--- src/hw/rtl/bsub_pkg.sv ---
// ----------------------------------------------------------------------------
// Box subtract package
// Beat types, queue entry type and shared constants of the box subtract block.
// ----------------------------------------------------------------------------
package bsub_pkg;

	localparam int COORD_BITS      = 32;
	localparam int TAG_BITS        = 32;
	localparam int CFG_BITS        = 2;
	localparam int MAX_AXES_DEF    = 2;
	localparam int QUEUE_DEPTH_DEF = 2;
	localparam int NUM_SLABS       = 4;

	localparam logic [CFG_BITS-1:0] DIMS_RESET = CFG_BITS'(2);

	localparam int SLAB_LO0 = 0;
	localparam int SLAB_HI0 = 1;
	localparam int SLAB_LO1 = 2;
	localparam int SLAB_HI1 = 3;

	typedef logic signed [COORD_BITS-1:0] coord_t;
	typedef logic [TAG_BITS-1:0] tag_t;
	typedef logic [NUM_SLABS-1:0] slab_mask_t;

	typedef enum logic [1:0] {
		KIND_DISJOINT = 2'd0,
		KIND_EMPTY    = 2'd1,
		KIND_SLABS    = 2'd2
	} kind_t;

	typedef struct packed {
		coord_t a_low_axis0;
		coord_t a_high_axis0;
		coord_t a_low_axis1;
		coord_t a_high_axis1;
		coord_t b_low_axis0;
		coord_t b_high_axis0;
		coord_t b_low_axis1;
		coord_t b_high_axis1;
		tag_t   tag;
	} box_in_t;

	typedef struct packed {
		coord_t r_low_axis0;
		coord_t r_high_axis0;
		coord_t r_low_axis1;
		coord_t r_high_axis1;
		tag_t   result_tag;
		logic   is_empty;
		logic   last;
	} box_out_t;

	typedef struct packed {
		kind_t      kind;
		slab_mask_t mask;
		tag_t       tag;
		coord_t     a_lo0;
		coord_t     a_hi0;
		coord_t     a_lo1;
		coord_t     a_hi1;
		coord_t     b_lo0_m1;
		coord_t     b_hi0_p1;
		coord_t     b_lo1_m1;
		coord_t     b_hi1_p1;
		coord_t     clip_lo0;
		coord_t     clip_hi0;
	} job_t;

	typedef struct packed {
		logic full;
		logic empty;
	} queue_status_t;

endpackage

--- src/hw/rtl/bsub_front.sv ---
// ----------------------------------------------------------------------------
// Box subtract front end
// Holds the axis count register, takes command beats and classifies each pair
// of boxes into a queue entry that lists the slabs to be emitted.
// ----------------------------------------------------------------------------
module bsub_front import bsub_pkg::*; #(
	parameter int MaxAxes = MAX_AXES_DEF
) (
	input  logic                clk,
	input  logic                arst_n,
	input  logic                start,
	output logic                busy,
	input  box_in_t             item,
	input  logic                cfg_we,
	input  logic [CFG_BITS-1:0] cfg_wdata,
	input  queue_status_t       qstat,
	output logic                push,
	output job_t                job
);

	logic [CFG_BITS-1:0] dims_q;
	logic                valid_s1;
	logic                two_s1;
	box_in_t             item_s1;
	logic                accept;
	logic                two_axes;
	logic                ov0;
	logic                ov1;
	logic                overlap;
	slab_mask_t          mask;

	assign two_axes = (dims_q >= CFG_BITS'(2)) && (MaxAxes > 1);
	assign busy     = valid_s1 && qstat.full;
	assign accept   = start && !busy;
	assign push     = valid_s1 && !qstat.full;

	always_ff @(posedge clk or negedge arst_n) begin
		if (!arst_n) begin
			dims_q   <= DIMS_RESET;
			valid_s1 <= 1'b0;
		end else begin
			if (cfg_we) begin
				dims_q <= cfg_wdata;
			end
			if (accept) begin
				valid_s1 <= 1'b1;
			end else if (push) begin
				valid_s1 <= 1'b0;
			end
		end
	end

	always_ff @(posedge clk) begin
		if (accept) begin
			item_s1 <= item;
			two_s1  <= two_axes;
		end
	end

	always_comb begin
		ov0 = (item_s1.a_low_axis0 <= item_s1.a_high_axis0)
			&& (item_s1.b_low_axis0 <= item_s1.b_high_axis0)
			&& (item_s1.a_low_axis0 <= item_s1.b_high_axis0)
			&& (item_s1.b_low_axis0 <= item_s1.a_high_axis0);
		ov1 = (item_s1.a_low_axis1 <= item_s1.a_high_axis1)
			&& (item_s1.b_low_axis1 <= item_s1.b_high_axis1)
			&& (item_s1.a_low_axis1 <= item_s1.b_high_axis1)
			&& (item_s1.b_low_axis1 <= item_s1.a_high_axis1);
		overlap = ov0 && (!two_s1 || ov1);

		mask           = '0;
		mask[SLAB_LO0] = item_s1.a_low_axis0 < item_s1.b_low_axis0;
		mask[SLAB_HI0] = item_s1.a_high_axis0 > item_s1.b_high_axis0;
		mask[SLAB_LO1] = two_s1 && (item_s1.a_low_axis1 < item_s1.b_low_axis1);
		mask[SLAB_HI1] = two_s1 && (item_s1.a_high_axis1 > item_s1.b_high_axis1);

		job = '0;
		if (!overlap) begin
			job.kind = KIND_DISJOINT;
		end else if (mask == '0) begin
			job.kind = KIND_EMPTY;
		end else begin
			job.kind = KIND_SLABS;
		end
		job.mask     = mask;
		job.tag      = item_s1.tag;
		job.a_lo0    = item_s1.a_low_axis0;
		job.a_hi0    = item_s1.a_high_axis0;
		job.a_lo1    = two_s1 ? item_s1.a_low_axis1 : '0;
		job.a_hi1    = two_s1 ? item_s1.a_high_axis1 : '0;
		job.b_lo0_m1 = item_s1.b_low_axis0 - coord_t'(1);
		job.b_hi0_p1 = item_s1.b_high_axis0 + coord_t'(1);
		job.b_lo1_m1 = item_s1.b_low_axis1 - coord_t'(1);
		job.b_hi1_p1 = item_s1.b_high_axis1 + coord_t'(1);
		job.clip_lo0 = (item_s1.a_low_axis0 > item_s1.b_low_axis0)
			? item_s1.a_low_axis0 : item_s1.b_low_axis0;
		job.clip_hi0 = (item_s1.a_high_axis0 < item_s1.b_high_axis0)
			? item_s1.a_high_axis0 : item_s1.b_high_axis0;
	end

endmodule

--- src/hw/rtl/bsub_queue.sv ---
// ----------------------------------------------------------------------------
// Box subtract job queue
// Short first-in first-out queue of classified jobs between front and back.
// ----------------------------------------------------------------------------
module bsub_queue import bsub_pkg::*; #(
	parameter int Depth = QUEUE_DEPTH_DEF
) (
	input  logic          clk,
	input  logic          arst_n,
	input  logic          push,
	input  job_t          push_job,
	input  logic          pop,
	output job_t          head,
	output queue_status_t qstat
);

	localparam int AW = (Depth > 1) ? $clog2(Depth) : 1;
	localparam int CW = $clog2(Depth + 1);

	job_t            entry_q [Depth];
	logic [AW-1:0]   wr_ptr_q;
	logic [AW-1:0]   rd_ptr_q;
	logic [CW-1:0]   count_q;
	logic            do_push;
	logic            do_pop;

	assign qstat.full  = (count_q == CW'(Depth));
	assign qstat.empty = (count_q == '0);
	assign do_push     = push && !qstat.full;
	assign do_pop      = pop && !qstat.empty;
	assign head        = entry_q[rd_ptr_q];

	always_ff @(posedge clk or negedge arst_n) begin
		if (!arst_n) begin
			wr_ptr_q <= '0;
			rd_ptr_q <= '0;
			count_q  <= '0;
		end else begin
			if (do_push) begin
				wr_ptr_q <= (wr_ptr_q == AW'(Depth - 1)) ? '0 : wr_ptr_q + AW'(1);
			end
			if (do_pop) begin
				rd_ptr_q <= (rd_ptr_q == AW'(Depth - 1)) ? '0 : rd_ptr_q + AW'(1);
			end
			if (do_push && !do_pop) begin
				count_q <= count_q + CW'(1);
			end else if (do_pop && !do_push) begin
				count_q <= count_q - CW'(1);
			end
		end
	end

	always_ff @(posedge clk) begin
		if (do_push) begin
			entry_q[wr_ptr_q] <= push_job;
		end
	end

endmodule

--- src/hw/rtl/bsub_back.sv ---
// ----------------------------------------------------------------------------
// Box subtract back end
// Walks the slab list of the job at the queue head, one result beat a cycle,
// and drives the registered result port.
// ----------------------------------------------------------------------------
module bsub_back import bsub_pkg::*; (
	input  logic          clk,
	input  logic          arst_n,
	input  job_t          head,
	input  queue_status_t qstat,
	output logic          pop,
	output logic          result_valid,
	output box_out_t      result
);

	slab_mask_t done_q;
	slab_mask_t pending;
	slab_mask_t pick;
	logic       head_valid;
	logic       final_slab;
	logic       valid_q;
	box_out_t   result_q;
	box_out_t   res_d;

	assign head_valid = !qstat.empty;
	assign pending    = head.mask & ~done_q;
	assign pick       = pending & (~pending + slab_mask_t'(1));
	assign final_slab = (pending & ~pick) == '0;
	assign pop        = head_valid && ((head.kind != KIND_SLABS) || final_slab);

	always_comb begin
		res_d            = '0;
		res_d.result_tag = head.tag;
		res_d.last       = pop;
		unique case (head.kind)
			KIND_DISJOINT: begin
				res_d.r_low_axis0  = head.a_lo0;
				res_d.r_high_axis0 = head.a_hi0;
				res_d.r_low_axis1  = head.a_lo1;
				res_d.r_high_axis1 = head.a_hi1;
			end
			KIND_SLABS: begin
				res_d.r_low_axis0  = head.a_lo0;
				res_d.r_high_axis0 = head.a_hi0;
				res_d.r_low_axis1  = head.a_lo1;
				res_d.r_high_axis1 = head.a_hi1;
				if (pick[SLAB_LO0]) begin
					res_d.r_high_axis0 = head.b_lo0_m1;
				end else if (pick[SLAB_HI0]) begin
					res_d.r_low_axis0 = head.b_hi0_p1;
				end else begin
					res_d.r_low_axis0  = head.clip_lo0;
					res_d.r_high_axis0 = head.clip_hi0;
					if (pick[SLAB_LO1]) begin
						res_d.r_high_axis1 = head.b_lo1_m1;
					end else begin
						res_d.r_low_axis1 = head.b_hi1_p1;
					end
				end
			end
			default: begin
				res_d.is_empty = 1'b1;
			end
		endcase
	end

	always_ff @(posedge clk or negedge arst_n) begin
		if (!arst_n) begin
			done_q  <= '0;
			valid_q <= 1'b0;
		end else begin
			valid_q <= head_valid;
			if (head_valid) begin
				done_q <= pop ? '0 : (done_q | pick);
			end
		end
	end

	always_ff @(posedge clk) begin
		if (head_valid) begin
			result_q <= res_d;
		end
	end

	assign result_valid = valid_q;
	assign result       = result_q;

endmodule

--- src/hw/rtl/box_subtract.sv ---
// ----------------------------------------------------------------------------
// Box subtract
// Emits box A minus box B as disjoint boxes that carry the command tag.
//
// A command beat is taken at a rising edge with start high and busy low. The
// axis count register resets to two axes and is written through cfg_we and
// cfg_wdata; the user must do so only while the block is idle (not enforced).
// Each command gives one to four result beats, one per cycle, each shown for
// exactly one cycle with result_valid high; last marks the final one. The
// first result beat of a command passes through the front register, the job
// queue and the result register before it is shown.
// A command holds the result port until its last result beat, so the
// sustained command rate is set by the back end that walks the slab list.
// Commands may follow each other on every cycle until the job queue and the
// front register are full; busy is high while they are.
// Reset empties the front register, the job queue and the result register;
// no result beat is shown during or straight after reset. The receiver takes
// every result beat as it comes.
// ----------------------------------------------------------------------------
module box_subtract import bsub_pkg::*; #(
	parameter int MaxAxes    = MAX_AXES_DEF,
	parameter int QueueDepth = QUEUE_DEPTH_DEF
) (
	input  logic                clk,
	input  logic                arst_n,
	input  logic                start,
	output logic                busy,
	input  box_in_t             item,
	input  logic                cfg_we,
	input  logic [CFG_BITS-1:0] cfg_wdata,
	output logic                result_valid,
	output box_out_t            result
);

	queue_status_t qstat;
	logic          push;
	logic          pop;
	job_t          push_job;
	job_t          head;

	bsub_front #(
		.MaxAxes(MaxAxes)
	) u_front (
		.clk      (clk),
		.arst_n   (arst_n),
		.start    (start),
		.busy     (busy),
		.item     (item),
		.cfg_we   (cfg_we),
		.cfg_wdata(cfg_wdata),
		.qstat    (qstat),
		.push     (push),
		.job      (push_job)
	);

	bsub_queue #(
		.Depth(QueueDepth)
	) u_queue (
		.clk     (clk),
		.arst_n  (arst_n),
		.push    (push),
		.push_job(push_job),
		.pop     (pop),
		.head    (head),
		.qstat   (qstat)
	);

	bsub_back u_back (
		.clk         (clk),
		.arst_n      (arst_n),
		.head        (head),
		.qstat       (qstat),
		.pop         (pop),
		.result_valid(result_valid),
		.result      (result)
	);

endmodule

--- config.mk ---
export PLATFORM = sky130hd
export DESIGN_NAME = box_subtract
export DESIGN_NICKNAME = d
export VERILOG_FILES = /design/src/hw/rtl/bsub_pkg.sv /design/src/hw/rtl/bsub_front.sv /design/src/hw/rtl/bsub_queue.sv /design/src/hw/rtl/bsub_back.sv /design/src/hw/rtl/box_subtract.sv
export SDC_FILE = /design/constraint.sdc
export NUM_CORES = 2
export LEC_CHECK = 0
export BUFFER_PORTS_ARGS = -buffer_cell sky130_fd_sc_hd__buf_2
export CORE_MARGIN = 4
export CORE_UTILIZATION = 40
export CTS_CLUSTER_DIAMETER = 100
export CTS_CLUSTER_SIZE = 20
export DETAILED_ROUTE_END_ITERATION = 8
export REMOVE_ABC_BUFFERS = 1
export SLEW_MARGIN = 20
export SYNTH_ARGS = -nofsm -noshare
export SYNTH_HDL_FRONTEND = slang
export SYNTH_HIERARCHICAL = 1
export SYNTH_SLANG_ARGS = --single-unit
--- constraint.sdc ---
create_clock -name clk -period 17.4 [get_ports clk]
set_input_delay 3.48 -clock clk [delete_from_list [all_inputs] [get_ports clk]]
set_output_delay 3.48 -clock clk [all_outputs]
set_load 0.005 [all_outputs]
==> flow_summary.yaml <==
worst_setup_path:
  cp_max_fo: 61
  path_delay_family: "buffers and inverters"
  worst_path_largest_cell_delay_ps: 780
  reg2reg_depth: 10
  path_buf_inv: 4
  worst_path_max_delay_cell: "buf_4"
  crit_top_cell: "buf_4"
  crit_chain: "buf_2 -> nor2b_4 -> buf_4 -> buf_4 -> buf_4"
  cp-start-kind: "primary input"
  ff2ff_setup_slack_ps: 12690
  r2r-start: "u_front/item_s1[132]"
  rr_endpoint: "u_queue/entry_q[0][42]"
  cp.required_ps: 17690
  end_kind: "flip-flop"
  critical_path_class: "in -> reg"
  crit_arrival_ps: 6000
hold_path:
  holdPathStages: 0
  hold_start: "u_front/job[329]"
  hold_path_end: "u_queue/entry_q[0][329]"
  hp-class: "reg -> reg"
grt:
  grt_pass1_wl_mm: 210
  grt.total_usage_pct: 19.4
  antenna_found_initial: 12
  gr-total-overflow: 0
  grt_pass1_vias: 31600
  grt_max_degree: 156
die:
  die_w_um: 382
  dieHeight_um: 382
  core_area_um2: 139000
  initial_core_util_pct: 40.2
  io_pins: 458
  die-area_um2: 146000
  rows: 137
detailed_routing:
  routed_via_density: 5.29
  met3_length_mm: 7.22
  drt-met1-wl_mm: 63.1
  antenna_left: 0
  drtIter0Drc: 2224
  routedWlPerCell_um: 24.6
  drcViolationCount: 0
  wl_mm: 146
  dr_wl_met2_mm: 72.8
  drtPass1Iterations: 5
  routed.top_layer: "met4"
  vias: 31400
cts:
  postCtsSetupRepairBufs: 0
  numCtsBuffers: 72
  clock_sinks: 1178
  cts_tree: "done"
  cts_resized: 0
  root_buffer: "clkbuf_16"
  clock_latency_ps: 680
  clockBufferDepth: 3
  cts.clk_slew.worst_paths_ps: 80
  ctsHoldBuffers: 0
  h-tree-depth: 3
layout:
  fillers: 12400
  drive_gt1_share_pct: 24.6
  antenna_cells: 0
  synthToLayoutAreaGrowth_pct: 10.1
  utilization_pct: 44.3
  mostFrequentLayoutCell: "edfxtp_1"
  final_cell_mix: "edfxtp_1, buf_2, ha_1"
  multiInputGateArea_um2: 18500
  register_area_um2: 35300
  fin_cells: 5933
  fin_nets: 4712
pwr:
  p_leak_nw: 24.3
  internal_power_mw: 6.49
  p_switching_mw: 3.18
  clock_power_share_pct: 18.4
  p_seq_share_pct: 47.9
  power_density_nw_per_um2: 157
  combPwrFrac_pct: 33.7
  p_sw_share_pct: 32.9
  vdd_drop_max_mv: 0.122
timing:
  max_freq_mhz: 175
  rsz0062_at_grt: "false"
  finalSetupViolations: 0
  min_period_ps: 5710
  fin_skew_ps: 22.4
  post-route-period-util_pct: 32.8
  fin_setup_tns_ps: 0
  slew_headroom_pct: 24.7
  worstMarginPinSlew_ps: 1120
  hold_ws_ps: 443
  hold_violations: 0
  slew_viol_final: 0
logic_synthesis:
  synthAdderAreaFrac_pct: 8.66
  synth_edf_count: 1167
  ys_async_sr_fraction_pct: 0.934
  synth_area_um2: 56100
  ys_types: 67
  syn_inst: 3652
  synth_compound_area_share_pct: 6.19
  synth_flop_cell: "edfxtp_1"
  yosysWarnings: 6
  synth_top_family_by_area: "multiplexers"
  ys_seq_area_share_pct: 63.0
  synthSimpleGateAreaFrac_pct: 5.62
  synthMuxAreaShare_pct: 10.6
  syn_area_per_cell_um2: 15.4
  ys_ff_latch: 1178
  synth_xor_area_share_pct: 1.87
placed_design:
  dp.cells: 5832
  port_buffers: 456
  finalWeightedCongestion: 0.864
  hpwl_mm: 101
outcome:
  status: "completed"
flow_run:
  maxCapViolCount: 0
per-layer routing:
metal	vias up	track usage, %
met5	-	0
li1	14600	-
met2	872	33.9
met3	153	2.38
met4	0	4.05
met1	15700	26.1
synthesized netlist by cell type, types with 88 or more instances:
master / n / area (µm²)
ha_1: 388 / 4850
mux2_4: 301 / 4520
nor2_1: 110 / 413
inv_1: 212 / 796
a21oi_1: 156 / 781
nand2_1: 164 / 616
xnor2_1: 114 / 998
nand4_1: 88 / 551
buf_4: 101 / 758
mux2_2: 94 / 1060
edfxtp_1: 1167 / 35000
a22o_1: 90 / 788
layout make-up:
type / count / area share (%)
Clock inverter: 13 / 0.245
Tap cell: 1876 / 3.80
Multi-Input combinational cell: 2070 / 30.0
Clock buffer: 88 / 3.22
Inverter: 213 / 1.31
Sequential cell: 1178 / 57.2
Timing Repair Buffer: 495 / 4.21
registers in the layout, summed over array words and instances, names as in the netlist, 2 cells and up:
signal,flops
u_back/done_q,4
u_back/result,162
u_front/item_s1,192
u_front/job,96
u_queue/count_q,2
u_queue/entry_q,716
metrics by stage:
stage	area [µm²]	setup slack (ps)	power [mW]
after CTS	61800	11690	9.81
final	61800	11690	9.67
after global routing	61800	11540	10.2
after floorplan	54600	515	7.74
after detailed placement	59600	10930	8.02
after global placement	59600	10970	7.95
cells by family after synthesis:
kind of cell / after synthesis
compound gates: 512
mux: 431
fa+ha+maj: 388
simple gates: 619
buf+inv: 404
flops: 1178
xor+xnor: 120
how the worst max path moves through the flow:
stage	startpoint	to	slack, ps	cells past startpoint
2_1_floorplan	start	u_front/item_s1[100]	520	1
6_report	start	u_front/job[320]	11690	5
5_1_grt	start	u_front/job[320]	11540	5
4_1_cts	start	u_front/item_s1[126]	11690	5
3_3_place_gp	start	u_front/job[321]	10970	5
3_5_place_dp	start	u_front/job[326]	10930	5
power by group through the flow:
stage	logic (mW)	registers [mW]	clock network, mW
2_1_floorplan	2.66	5.08	0
3_3_place_gp	3.28	4.67	0
3_5_place_dp	3.31	4.71	0
4_1_cts	3.33	4.64	1.84
5_1_grt	3.55	4.71	1.94
6_report	3.26	4.63	1.78
No activity file was read; power rests on OpenSTA's default activity.
